`src/tdas_pkg.sv`:
```
// ----------------------------------------------------------------------------
// tdas_pkg
// Shared constants, register indexes and item layouts for the touch
// debounce and scaling block.
// ----------------------------------------------------------------------------
package tdas_pkg;

   localparam int SCREEN_WIDTH  = 320;
   localparam int SCREEN_HEIGHT = 240;

   localparam int RAW_W    = 12;
   localparam int SIZE_MAX = (SCREEN_WIDTH > SCREEN_HEIGHT) ? SCREEN_WIDTH : SCREEN_HEIGHT;
   // quotient bits: the scaled coordinate never exceeds the screen size
   localparam int SIZE_W   = $clog2(SIZE_MAX + 1);
   localparam int CNT_W    = $clog2(SIZE_W + 1);

   localparam int SX_W     = 9;
   localparam int SY_W     = 8;
   localparam int CNT8_W   = 8;

   localparam int CSR_ADDR_W = 3;
   localparam int CSR_DATA_W = 12;

   localparam logic [CSR_ADDR_W-1:0] CSR_X_CAL_MIN       = 3'd0;
   localparam logic [CSR_ADDR_W-1:0] CSR_X_CAL_MAX       = 3'd1;
   localparam logic [CSR_ADDR_W-1:0] CSR_Y_CAL_MIN       = 3'd2;
   localparam logic [CSR_ADDR_W-1:0] CSR_Y_CAL_MAX       = 3'd3;
   localparam logic [CSR_ADDR_W-1:0] CSR_DEBUG_MODE      = 3'd4;
   localparam logic [CSR_ADDR_W-1:0] CSR_DEBOUNCE_LIMIT  = 3'd5;
   localparam logic [CSR_ADDR_W-1:0] CSR_COOLDOWN_RELOAD = 3'd6;

   localparam logic [CNT8_W-1:0] LIMIT_MAX = 8'd254;
   localparam logic [CNT8_W-1:0] COUNT_MAX = 8'd255;

   localparam int REQ_TDATA_W = 32;
   localparam int RSP_TDATA_W = 24;

   typedef enum logic {
      AXIS_X = 1'b0,
      AXIS_Y = 1'b1
   } axis_type;

   typedef struct packed {
      logic     start;
      axis_type axis;
   } scale_ctl_type;

   typedef struct packed {
      logic [RAW_W-1:0] raw_y;
      logic [RAW_W-1:0] raw_x;
      logic             pressed;
   } req_item_type;

   typedef struct packed {
      logic [SY_W-1:0] screen_y;
      logic [SX_W-1:0] screen_x;
      logic            is_down;
      logic            debug_plot;
      logic            press_event;
   } rsp_item_type;

endpackage

```
`src/tdas_scale.sv`:
```
// ----------------------------------------------------------------------------
// tdas_scale
// Linear calibration of one axis: normalizes the span sign, multiplies by
// the screen size and runs a restoring divider, one quotient bit per cycle.
// ----------------------------------------------------------------------------
module tdas_scale
   import tdas_pkg::*;
(
   input  logic               clock,
   input  logic               reset,
   input  scale_ctl_type      ctl,
   input  logic [RAW_W-1:0]   raw,
   input  logic [RAW_W-1:0]   cal_lo,
   input  logic [RAW_W-1:0]   cal_hi,
   output logic               done,
   output logic [SIZE_W-1:0]  coord
);

   localparam int PROD_W = RAW_W + SIZE_W;

   typedef enum logic [2:0] {
      SC_IDLE = 3'b001,
      SC_DIV  = 3'b010,
      SC_DONE = 3'b100
   } sc_state_type;

   sc_state_type        state_ff, state_in;
   logic [RAW_W-1:0]    rem_ff, rem_in;
   logic [SIZE_W-1:0]   quo_ff, quo_in;
   logic [RAW_W-1:0]    span_ff, span_in;
   logic                bad_ff, bad_in;
   axis_type            axis_ff, axis_in;
   logic [CNT_W-1:0]    cnt_ff, cnt_in;

   logic [RAW_W:0]      d_ext, s_ext, d_abs, s_abs;
   logic                bad_now;
   logic [SIZE_W-1:0]   size;
   logic [PROD_W-1:0]   prod;
   logic [RAW_W:0]      trial, diff;
   logic                fits;

   // flip both operands when the calibration is reversed
   assign d_ext   = {1'b0, raw} - {1'b0, cal_lo};
   assign s_ext   = {1'b0, cal_hi} - {1'b0, cal_lo};
   assign d_abs   = s_ext[RAW_W] ? -d_ext : d_ext;
   assign s_abs   = s_ext[RAW_W] ? -s_ext : s_ext;
   // out of range or zero span gives 0
   assign bad_now = (s_abs == '0) || d_abs[RAW_W] || (d_abs > s_abs);
   assign size    = (ctl.axis == AXIS_X) ? SIZE_W'(SCREEN_WIDTH) : SIZE_W'(SCREEN_HEIGHT);
   assign prod    = PROD_W'(d_abs[RAW_W-1:0]) * PROD_W'(size);

   assign trial = {rem_ff, quo_ff[SIZE_W-1]};
   assign diff  = trial - {1'b0, span_ff};
   assign fits  = (trial >= {1'b0, span_ff});

   always_comb begin
      state_in = state_ff;
      rem_in   = rem_ff;
      quo_in   = quo_ff;
      span_in  = span_ff;
      bad_in   = bad_ff;
      axis_in  = axis_ff;
      cnt_in   = cnt_ff;
      if (ctl.start) begin
         // in range the upper product bits are already below the span
         rem_in   = prod[PROD_W-1:SIZE_W];
         quo_in   = prod[SIZE_W-1:0];
         span_in  = s_abs[RAW_W-1:0];
         bad_in   = bad_now;
         axis_in  = ctl.axis;
         cnt_in   = '0;
         state_in = SC_DIV;
      end else begin
         unique case (state_ff)
            SC_IDLE: begin
               state_in = SC_IDLE;
            end
            SC_DIV: begin
               rem_in = fits ? diff[RAW_W-1:0] : trial[RAW_W-1:0];
               quo_in = {quo_ff[SIZE_W-2:0], fits};
               cnt_in = cnt_ff + 1'b1;
               if (cnt_ff == CNT_W'(SIZE_W - 1)) begin
                  state_in = SC_DONE;
               end
            end
            SC_DONE: begin
               state_in = SC_IDLE;
            end
            default: begin
               state_in = SC_IDLE;
            end
         endcase
      end
   end

   always_ff @(posedge clock) begin
      if (reset) begin
         state_ff <= SC_IDLE;
      end else begin
         state_ff <= state_in;
      end
      rem_ff  <= rem_in;
      quo_ff  <= quo_in;
      span_ff <= span_in;
      bad_ff  <= bad_in;
      axis_ff <= axis_in;
      cnt_ff  <= cnt_in;
   end

   assign done = (state_ff == SC_DONE);

   // X is flipped and rounded up, Y is rounded down
   always_comb begin
      if (bad_ff) begin
         coord = '0;
      end else if (axis_ff == AXIS_X) begin
         coord = SIZE_W'(SCREEN_WIDTH) - quo_ff - SIZE_W'(rem_ff != '0);
      end else begin
         coord = quo_ff;
      end
   end

endmodule

```
`src/touch_debounce_and_scale.sv`:
```
// ----------------------------------------------------------------------------
// touch_debounce_and_scale
// Touch press debouncing, debug plot cooldown and linear calibration of the
// raw touch samples to screen pixels.
// ----------------------------------------------------------------------------
// An item that captures a coordinate waits on the shared serial divider, which
// makes one quotient bit per cycle for X and then Y; any other item goes
// straight to the output stage.
// Flow: one item in work at a time; the next is accepted the cycle after the
// result enters the output register, which waits while that register is full.
// Reset: synchronous, active high, restores configuration and touch state.
module touch_debounce_and_scale
   import tdas_pkg::*;
(
   input  logic                    clock,
   input  logic                    reset,
   // request stream
   input  logic                    req_tvalid,
   output logic                    req_tready,
   // [0] pressed, [12:1] raw_x, [24:13] raw_y, [31:25] zero
   input  logic [REQ_TDATA_W-1:0]  req_tdata,
   // response stream
   output logic                    rsp_tvalid,
   input  logic                    rsp_tready,
   // [0] press_event, [1] debug_plot, [2] is_down, [11:3] screen_x,
   // [19:12] screen_y, [23:20] zero
   output logic [RSP_TDATA_W-1:0]  rsp_tdata,
   // register write channel
   input  logic                    csr_valid,
   output logic                    csr_ready,
   input  logic [CSR_ADDR_W-1:0]   csr_addr,
   input  logic [CSR_DATA_W-1:0]   csr_wdata
);

   typedef enum logic [3:0] {
      ST_IDLE    = 4'b0001,
      ST_SCALE_X = 4'b0010,
      ST_SCALE_Y = 4'b0100,
      ST_EMIT    = 4'b1000
   } state_type;

   state_type          state_ff, state_in;

   logic [RAW_W-1:0]   x_min_ff, x_min_in, x_max_ff, x_max_in;
   logic [RAW_W-1:0]   y_min_ff, y_min_in, y_max_ff, y_max_in;
   logic               debug_ff, debug_in;
   logic [CNT8_W-1:0]  limit_ff, limit_in, reload_ff, reload_in;

   logic               down_ff, down_in;
   logic [CNT8_W-1:0]  release_ff, release_in, cool_ff, cool_in;
   logic [SX_W-1:0]    last_x_ff, last_x_in;
   logic [SY_W-1:0]    last_y_ff, last_y_in;

   logic [RAW_W-1:0]   raw_y_ff, raw_y_in;
   logic               event_ff, event_in, plot_ff, plot_in, is_down_ff, is_down_in;

   logic               rsp_valid_ff, rsp_valid_in;
   rsp_item_type       rsp_item_ff, rsp_item_in;

   req_item_type       req_item;
   logic               accept, capture;
   logic [CNT8_W-1:0]  limit_eff;

   scale_ctl_type      scl_ctl;
   logic [RAW_W-1:0]   scl_raw, scl_lo, scl_hi;
   logic               scl_done;
   logic [SIZE_W-1:0]  scl_coord;

   assign req_item   = req_tdata[$bits(req_item_type)-1:0];
   assign req_tready = (state_ff == ST_IDLE);
   assign accept     = req_tvalid && req_tready;
   assign csr_ready  = 1'b1;
   assign limit_eff  = (limit_ff > LIMIT_MAX) ? LIMIT_MAX : limit_ff;

   assign capture = debug_ff ? (req_item.pressed && (cool_ff == '0))
                             : (req_item.pressed && !down_ff);

   // X is started at accept, Y as soon as X finishes
   always_comb begin
      scl_ctl.start = (state_ff == ST_IDLE && accept && capture) ||
                      (state_ff == ST_SCALE_X && scl_done);
      if (state_ff == ST_IDLE) begin
         scl_ctl.axis = AXIS_X;
         scl_raw      = req_item.raw_x;
         scl_lo       = x_min_ff;
         scl_hi       = x_max_ff;
      end else begin
         scl_ctl.axis = AXIS_Y;
         scl_raw      = raw_y_ff;
         scl_lo       = y_min_ff;
         scl_hi       = y_max_ff;
      end
   end

   tdas_scale u_scale (
      .clock  (clock),
      .reset  (reset),
      .ctl    (scl_ctl),
      .raw    (scl_raw),
      .cal_lo (scl_lo),
      .cal_hi (scl_hi),
      .done   (scl_done),
      .coord  (scl_coord)
   );

   always_comb begin
      state_in     = state_ff;
      x_min_in     = x_min_ff;
      x_max_in     = x_max_ff;
      y_min_in     = y_min_ff;
      y_max_in     = y_max_ff;
      debug_in     = debug_ff;
      limit_in     = limit_ff;
      reload_in    = reload_ff;
      down_in      = down_ff;
      release_in   = release_ff;
      cool_in      = cool_ff;
      last_x_in    = last_x_ff;
      last_y_in    = last_y_ff;
      raw_y_in     = raw_y_ff;
      event_in     = event_ff;
      plot_in      = plot_ff;
      is_down_in   = is_down_ff;
      rsp_valid_in = rsp_valid_ff && !rsp_tready;
      rsp_item_in  = rsp_item_ff;

      if (csr_valid && csr_ready) begin
         unique case (csr_addr)
            CSR_X_CAL_MIN:       x_min_in  = csr_wdata[RAW_W-1:0];
            CSR_X_CAL_MAX:       x_max_in  = csr_wdata[RAW_W-1:0];
            CSR_Y_CAL_MIN:       y_min_in  = csr_wdata[RAW_W-1:0];
            CSR_Y_CAL_MAX:       y_max_in  = csr_wdata[RAW_W-1:0];
            CSR_DEBUG_MODE: begin
               // mode change drops any touch in progress
               debug_in   = csr_wdata[0];
               down_in    = 1'b0;
               release_in = '0;
            end
            CSR_DEBOUNCE_LIMIT:  limit_in  = csr_wdata[CNT8_W-1:0];
            CSR_COOLDOWN_RELOAD: reload_in = csr_wdata[CNT8_W-1:0];
            default: ;
         endcase
      end

      unique case (state_ff)
         ST_IDLE: begin
            if (accept) begin
               event_in = 1'b0;
               plot_in  = 1'b0;
               raw_y_in = req_item.raw_y;
               if (debug_ff) begin
                  if (req_item.pressed) begin
                     if (cool_ff != '0) begin
                        cool_in = cool_ff - 1'b1;
                     end else begin
                        cool_in = reload_ff;
                        plot_in = 1'b1;
                     end
                  end
               end else if (!down_ff) begin
                  if (req_item.pressed) begin
                     down_in    = 1'b1;
                     release_in = '0;
                     event_in   = 1'b1;
                  end
               end else if (req_item.pressed) begin
                  release_in = '0;
               end else begin
                  if (release_ff != COUNT_MAX) begin
                     release_in = release_ff + 1'b1;
                  end
                  // end the touch once the release outlasts the limit
                  if (release_ff > limit_eff) begin
                     down_in    = 1'b0;
                     release_in = '0;
                  end
               end
               is_down_in = !debug_ff && down_in;
               state_in   = capture ? ST_SCALE_X : ST_EMIT;
            end
         end
         ST_SCALE_X: begin
            if (scl_done) begin
               last_x_in = scl_coord[SX_W-1:0];
               state_in  = ST_SCALE_Y;
            end
         end
         ST_SCALE_Y: begin
            if (scl_done) begin
               last_y_in = scl_coord[SY_W-1:0];
               state_in  = ST_EMIT;
            end
         end
         ST_EMIT: begin
            // hold until the output register is free
            if (!rsp_valid_ff || rsp_tready) begin
               rsp_valid_in             = 1'b1;
               rsp_item_in.press_event  = event_ff;
               rsp_item_in.debug_plot   = plot_ff;
               rsp_item_in.is_down      = is_down_ff;
               rsp_item_in.screen_x     = last_x_ff;
               rsp_item_in.screen_y     = last_y_ff;
               state_in                 = ST_IDLE;
            end
         end
         default: begin
            state_in = ST_IDLE;
         end
      endcase
   end

   always_ff @(posedge clock) begin
      if (reset) begin
         state_ff     <= ST_IDLE;
         x_min_ff     <= RAW_W'(275);
         x_max_ff     <= RAW_W'(3800);
         y_min_ff     <= RAW_W'(275);
         y_max_ff     <= RAW_W'(3800);
         debug_ff     <= 1'b0;
         limit_ff     <= CNT8_W'(50);
         reload_ff    <= CNT8_W'(50);
         down_ff      <= 1'b0;
         release_ff   <= '0;
         cool_ff      <= '0;
         last_x_ff    <= '0;
         last_y_ff    <= '0;
         rsp_valid_ff <= 1'b0;
      end else begin
         state_ff     <= state_in;
         x_min_ff     <= x_min_in;
         x_max_ff     <= x_max_in;
         y_min_ff     <= y_min_in;
         y_max_ff     <= y_max_in;
         debug_ff     <= debug_in;
         limit_ff     <= limit_in;
         reload_ff    <= reload_in;
         down_ff      <= down_in;
         release_ff   <= release_in;
         cool_ff      <= cool_in;
         last_x_ff    <= last_x_in;
         last_y_ff    <= last_y_in;
         rsp_valid_ff <= rsp_valid_in;
      end
      raw_y_ff    <= raw_y_in;
      event_ff    <= event_in;
      plot_ff     <= plot_in;
      is_down_ff  <= is_down_in;
      rsp_item_ff <= rsp_item_in;
   end

   assign rsp_tvalid = rsp_valid_ff;
   assign rsp_tdata  = {(RSP_TDATA_W - $bits(rsp_item_type))'(0), rsp_item_ff};

endmodule
```
`config.mk`:
```
export PLATFORM = sky130hd
export DESIGN_NAME = touch_debounce_and_scale
export DESIGN_NICKNAME = d
export VERILOG_FILES = /design/src/tdas_pkg.sv /design/src/tdas_scale.sv /design/src/touch_debounce_and_scale.sv
export SDC_FILE = /design/constraint.sdc
export NUM_CORES = 1
export LEC_CHECK = 0
export BUFFER_PORTS_ARGS = -buffer_cell sky130_fd_sc_hd__buf_2
export CAP_MARGIN = 0
export CORE_MARGIN = 4
export CORE_UTILIZATION = 55
export CTS_CLUSTER_DIAMETER = 40
export DETAILED_ROUTE_END_ITERATION = 12
export GPL_ROUTABILITY_DRIVEN = 0
export PLACE_DENSITY = 0.71
export RECOVER_POWER = 50
export SETUP_SLACK_MARGIN = 0.2
export SYNTH_ARGS = -nofsm -noshare
export SYNTH_HDL_FRONTEND = slang
export SYNTH_HIERARCHICAL = 1
export SYNTH_SLANG_ARGS = --single-unit
```
`constraint.sdc`:
```
create_clock -name clock -period 9.1 [get_ports clock]
set_input_delay 1.82 -clock clock [delete_from_list [all_inputs] [get_ports clock]]
set_output_delay 1.82 -clock clock [all_outputs]
set_load 0.005 [all_outputs]
```
==> metrics.cfg, run 1 <==
[synth]
ys_types=79
synth_warnings=6
syn_area_per_cell_um2=8.50
async_flop_share_pct=0
synth_top_area_share_pct=17.7
synth_ff_type=dfxtp_1
synthTopCellsByArea=dfxtp_1, edfxtp_1, ha_1
synthTopCellsByCount=nand2_1, ha_1, a21oi_1, dfxtp_1, inv_1
ys_seq_area_share_pct=34.5
netlist_instances=1474
synth_edf_count=70
synth_area_um2=12500
yosys.cell_count.top_type=nand2_1
synth_top_area_cell=dfxtp_1
ys_ff_latch=181

[clock_network]
htreeDepth=4
cts_resized=0
cts_root_buffer=clkbuf_16
clk_pin_slew_ns=0.08
cts_hold_repair.buffers=0
clock_path_buffers=2
numCtsBuffers=17
cts_post_setup_buffers_inserted=0
clock_latency_ns=0.45
cts_num_sinks=181
cts_tree=done

[detailed_routing]
first_iter_violations=618
vias=9970
wl_mm=26.5
drc=0
ant_nets=0
firstDrtPassIters=5
routedWlPerCell_um=14.8
via_per_inst=5.55

[timing]
period_minus_slack_ns=8.22
fin_skew_ns=0.0233
hold_viol=0
setup_viol_count_final=0
layout_worst_path_cycle_share_pct=90.3
slew_headroom_pct=-169
rsz0062_at_grt=no
slew_viol_final=100
max_freq_ghz=0.122
timing.hold.ws_ns=0.425
tightest_slew_ns=4.03
tns_ns=0

[global_route]
grt_use_met2_pct=35.0
busiest_layer=met2
use_met3_pct=3.06
track_usage_pct=20.9
grtUsageMet1_pct=28.4
overflow=0
grt_max_degree=100
grt_pass1_wl_mm=45.0
grt_pass1_vias=9513
grt_antenna_before_repair=0

[worst_hold_path]
hold_path_class=flip-flop to flip-flop
hold_start=is_down_ff
whs_endpoint=rsp_tdata[2]
hold_depth=0

[setup_path]
cp-end-kind=flip-flop
cp_slowest_cell=or4b_2
worstPathMaxFanout=20
arrival_ns=8.41
crit_top_cell=ha_1
rr_startpoint=state_ff[0]
start_kind=flip-flop
timing.rr.end=u_scale/rem_ff[11]
required_ns=9.29
setup.worst_path.class=flip-flop to flip-flop
max_stage_delay_ns=0.69
r2r_setup_slack_ns=0.88
reg2reg_depth=32

[cells_and_area]
register_area_um2=4320
multiInputGateArea_um2=7520
antenna-diode-count=0
area_growth_pct=8.77
fin_nets=1706
fillCellCount=1967
layout-drive-gt1-share_pct=8.90

[pwr]
combPwrFrac_pct=64.6
clkPwrFrac_pct=15.7
seqPwrFrac_pct=19.8
leakagePower_nw=5.82
power.switching_mw=2.17
p_int_mw=2.70
switching_share_pct=44.5
ir_drop_mv=0.277
powerDensity_nw_per_um2=358

[floorplanning]
io_pins=79
start_util_pct=56.7
die_w_um=159
die_area_um2=25300
die_y_um=159
std_cell_rows=54
core-area_um2=22100

[run_status]
status=finished, violations left
violations=capacitance limit, slew limit

[placed_design]
io_buffer_count=66
hpwl_mm=19.7

[flow_run]
maxCapViolCount=1

[flip-flops by register name, summed over array words and instances (netlist names), 3 cells and up]
register          flops
raw_y_ff             12
y_min_ff             12
u_scale/span_ff      12
x_min_ff             12
state_ff              4
u_scale/cnt_ff        4
cool_ff               8
u_scale/rem_ff       12
limit_ff              8
release_ff            8
last_x_ff             9
y_max_ff             12
u_scale/quo_ff        9
x_max_ff             12
reload_ff             8
rsp_tdata            20
u_scale/state_ff      3
last_y_ff             8
[through the flow]
step / cell area (um^2) / instances / power [mW] / worst slack (ns) / utilization, %
3_3_place_gp: 13000 / 1765 / 4.02 / 0.781 / 58.9
5_1_grt: 13600 / 1797 / 5.37 / 0.327 / 61.7
3_5_place_dp: 13000 / 1765 / 4.08 / 0.715 / 58.9
6_report: 13600 / 1797 / 4.87 / 0.881 / 61.7
2_1_floorplan: 12500 / 1477 / 3.47 / 1.31 / -
4_1_cts: 13600 / 1797 / 4.91 / 0.904 / 61.7
[cell usage in the layout, fill, tap and decap left out, drive strengths merged, types with 40 or more instances in the layout]
| master | n |
|---|---|
| edfxtp | 70 |
| buf | 70 |
| dfxtp | 111 |
| ha | 127 |
| nor2 | 85 |
| a21oi | 118 |
| nand2 | 308 |
| nand3 | 45 |
| inv | 111 |
| xnor2 | 40 |
| o21ai | 42 |
[cell type report]
class	instances	share of cell area, %
repair buffers	79	3.02
clock inverters	15	1.45
clock buffers	17	3.12
flip-flops and latches	181	31.7
inverters	104	2.87
well taps	280	2.57
multi-input cells	1121	55.2
[worst max-delay path, delay by kind of cell (launching register included)]
kind | cells | cell delay, ns
DFF | 1 | 0.46
AOI/OAI and AO/OA | 9 | 1.86
adders and majority gates | 7 | 2.50
and+or+nand+nor | 8 | 1.57
xor gates and xnor gates | 2 | 0.52
buffers and inverters | 6 | 1.04
[power by group through the flow]
stage | Sequential, mW | Clock [mW] | Combinational (mW)
CTS | 0.964 | 0.780 | 3.17
global placement | 0.981 | 0 | 3.04
global route | 0.970 | 0.811 | 3.59
detailed placement | 0.982 | 0 | 3.10
floorplan | 0.969 | 0 | 2.50
finish | 0.964 | 0.764 | 3.15
[worst max-delay path by stage]
| stage | start | to | slack [ns] | cells past startpoint |
|---|---|---|---|---|
| after floorplan | req_tdata[1] | u_scale/rem_ff[11] | 1.31 | 31 |
| after global placement | req_tdata[1] | u_scale/rem_ff[11] | 0.78 | 33 |
| after detailed placement | req_tdata[1] | u_scale/rem_ff[11] | 0.71 | 30 |
| after CTS | state_ff[0] | u_scale/rem_ff[11] | 0.90 | 32 |
| after global routing | state_ff[0] | u_scale/rem_ff[11] | 0.33 | 32 |
| final | state_ff[0] | u_scale/rem_ff[11] | 0.88 | 32 |
[routing by layer]
layer | part of all wire [%] | vias to the layer above
met4 | 1.5 | 0
met2 | 47 | 183
met3 | 3.2 | 30
met1 | 48 | 4638
met5 | 0 | -
li1 | - | 5119
[logic make-up (layout without fill, tap and decap cells)]
logic type	Yosys count	after routing	share of synthesized area, %
xor gates and xnor gates	69	69	4.89
adders and majority gates	150	150	16.4
DFF	181	181	34.5
and+or+nand+nor	608	608	23.0
AOI/OAI and AO/OA	253	253	12.6
other	2	5	0.0600
muxes	36	36	2.99
buffers and inverters	175	215	5.57
Power figures use the tool's default switching activity.
==> run 2, diff against run 1 <==
- CTS_BUF_LIST: not set -> sky130_fd_sc_hd__clkbuf_2 sky130_fd_sc_hd__clkbuf_4 sky130_fd_sc_hd__clkbuf_8
- SYNTH_HIERARCHICAL: 1 -> not set
==> metrics.cfg, run 2 <==
[placed_design]
preCtsSetupSlack_ns=0.427  ; -0.287 ns
hpwl_mm=20.6  ; +4.4%
dpl-instance-area_um2=13100  ; +0.81%
io_buffer_count=66  ; unchanged

[timing]
period_minus_slack_ns=8.31  ; +0.0926 ns
slew_headroom_pct=-165  ; +3.8 points
fin_ws_ns=0.788  ; -0.0926 ns
hold_viol=0  ; unchanged
tns_ns=0  ; unchanged
layout_worst_path_cycle_share_pct=91.3  ; +1.0 points
timing.hold.ws_ns=0.441  ; +0.0157 ns
tightest_slew_ns=3.97  ; -0.0563 ns
max_freq_ghz=0.120  ; -1.1%
rsz0062_at_grt=no
fin_skew_ns=0.0179  ; -0.00539 ns
slew_viol_final=102  ; +2.0%
setup_viol_count_final=0  ; unchanged

[floorplanning]
io_pins=79  ; unchanged
core-area_um2=22600  ; +2.2%
die_w_um=159  ; +0.28%
std_cell_rows=55  ; +1.9%
die_y_um=159  ; +0.28%
start_util_pct=55.8  ; -0.87 points
die_area_um2=25400  ; +0.57%

[detailed_routing]
ant_nets=0  ; unchanged
drc=0  ; unchanged
routedWlPerCell_um=15.2  ; +2.7%
wl_mm=27.3  ; +2.8%
vias=10000  ; +0.52%
via_per_inst=5.57  ; +0.47%
first_iter_violations=706  ; +14%
firstDrtPassIters=6  ; +1

[synth]
syn_area_per_cell_um2=8.61  ; +1.3%
yosys.cell_count.top_type=nand2_1
synth_top_area_share_pct=17.6  ; -0.11 points
ys_seq_area_share_pct=34.3  ; -0.21 points
ys_ff_latch=181  ; unchanged
synth_ff_type=dfxtp_1
synthTopCellsByCount=nand2_1, ha_1, a21oi_1, dfxtp_1, nor2_1
synthTopCellsByArea=dfxtp_1, edfxtp_1, ha_1
synth_area_um2=12600  ; +0.60%
ys_types=74  ; -6.3%
synth_top_area_cell=dfxtp_1
async_flop_share_pct=0  ; unchanged
synth_warnings=0  ; -6
netlist_instances=1464  ; -0.68%
synth_edf_count=70  ; unchanged

[global_route]
grt_pass1_wl_mm=46.3  ; +2.9%
grt_max_degree=102  ; +2.0%
overflow=0  ; unchanged
grt_pass1_vias=9755  ; +2.5%
track_usage_pct=21.6  ; +0.68 points
grt_antenna_before_repair=0  ; unchanged

[clock_network]
clk_pin_slew_ns=0.11  ; +0.03 ns
clock_latency_ns=0.47  ; +0.02 ns
clock_path_buffers=2  ; unchanged
cts_hold_repair.buffers=0  ; unchanged
numCtsBuffers=17  ; unchanged
cts_num_sinks=181  ; unchanged
cts_tree=done
cts_root_buffer=clkbuf_8
htreeDepth=4  ; unchanged

[worst_hold_path]
hold_depth=0  ; unchanged
whs_endpoint=rsp_tdata[1]
hold_start=plot_ff
hold_path_class=flip-flop to flip-flop

[pwr]
totalPowerFinal_mw=5.16  ; +5.9%
leakagePower_nw=5.96  ; +2.5%
ir_drop_mv=0.246  ; -11%
powerDensity_nw_per_um2=380  ; +6.1%

[cells_and_area]
mostFrequentLayoutCells=nand2_1, ha_1, dfxtp_1
fin_nets=1698  ; -0.47%
layout-drive-gt1-share_pct=9.45  ; +0.55 points
largest_reg_flops=20  ; unchanged
design_area_um2=13600  ; -0.27%
antenna-diode-count=0  ; unchanged
area_growth_pct=7.84
fillCellCount=2074  ; +5.4%
final_common_cell=nand2_1

[setup_path]
arrival_ns=8.51  ; +0.10 ns
worstPathMaxFanout=15  ; -25%
reg2reg_depth=35  ; +9.4%
setup.worst_path.class=flip-flop to flip-flop
max_stage_delay_ns=0.73  ; +0.04 ns
start_kind=flip-flop
cp_slowest_cell=or4b_2
r2r_setup_slack_ns=0.79  ; -0.09 ns
rr_startpoint=state_ff[3]
timing.rr.end=u_scale.rem_ff[11]
required_ns=9.30  ; about the same
cp.depth=35  ; +9.4%
cp-end-kind=flip-flop
critical-path-top-delay-family=adder cells
crit_buf_inv=6  ; unchanged

[run_status]
status=finished, violations left
violations=capacitance limit, slew limit

[flow_run]
maxCapViolCount=1  ; unchanged

run 2: cell count changes after synthesis, sizes merged, moves of 7 or more:
cell,change
nand2,-59
mux2i,+26
nor2,+25
nand3,-16
a31oi,+12
and3,+10
a211oi,+9
a21o,+9
inv,-9
and2,+7
o21ai,+7
run 2: cells by family (layout without fill, tap and decap cells):
logic type | Yosys count | after routing | synth area share, %
and+or+nand+nor | 569 | 569 | 21.4
AOI/OAI and AO/OA | 275 | 275 | 13.6
DFF | 181 | 181 | 34.3
buffers and inverters | 163 | 209 | 5.12
adders and majority gates | 150 | 150 | 16.2
xor gates and xnor gates | 67 | 67 | 4.66
muxes | 57 | 57 | 4.69
other | 2 | 5 | 0.0596
run 2: power breakdown:
part           internal [mW]  leakage, nW  switching, mW  total [mW]
Combinational           1.61         4.18           1.98        3.60
Sequential             0.937         1.57         0.0364       0.973
Clock                  0.219        0.212          0.369       0.588
run 2: how the worst max path moves through the flow:
stage | start | endpoint | slack (ns)
global route | state_ff[2] | u_scale.rem_ff[11] | 0.21
detailed placement | state_ff[2] | u_scale.rem_ff[11] | 0.43
finish | state_ff[3] | u_scale.rem_ff[11] | 0.79
floorplan | state_ff[2] | u_scale.rem_ff[11] | 0.56
global placement | state_ff[2] | u_scale.rem_ff[11] | 0.52
CTS | state_ff[3] | u_scale.rem_ff[11] | 0.39
run 2: stage by stage:
step                      cells  utilization [%]
after floorplan            1467                -
after global placement     1764             58.1
after detailed placement   1764             58.1
after CTS                  1796             60.0
after global routing       1798             60.2
final                      1798             60.2
run 2: final cells by class:
class / count / area (um^2) / share of cell area, %
clock buffers: 17 / 234 / 1.72
clock inverters: 15 / 191 / 1.41
inverters: 96 / 362 / 2.66
multi-input cells: 1123 / 7680 / 56.5
flip-flops and latches: 181 / 4320 / 31.8
well taps: 285 / 357 / 2.62
repair buffers: 81 / 437 / 3.21
run 2: layer usage:
layer	share of wire (%)	GRT usage, %	vias to the layer above
li1	-	-	5134
met4	1.7	6.35	0
met2	48	36.8	203
met3	3.9	3.11	40
met5	0	0	-
met1	46	28.7	4645
run 2: what timing repair did:
| item | 4_1_cts | 5_1_grt |
|---|---|---|
| setup buffers | 0 | 2 |
| gates resized for setup | 0 | 10 |
| endpoints found under the hold margin | 0 | 0 |
| endpoints found under the setup margin | 0 | 3 |
run 2: worst register-to-register path: cells and delay by family (launching register included):
family	cells	cell delay [ns]
adders and majority gates	8	2.82
buffers and inverters	6	0.59
xor gates and xnor gates	2	0.33
AOI/OAI and AO/OA	14	2.67
and+or+nand+nor	5	1.27
DFF	1	0.35
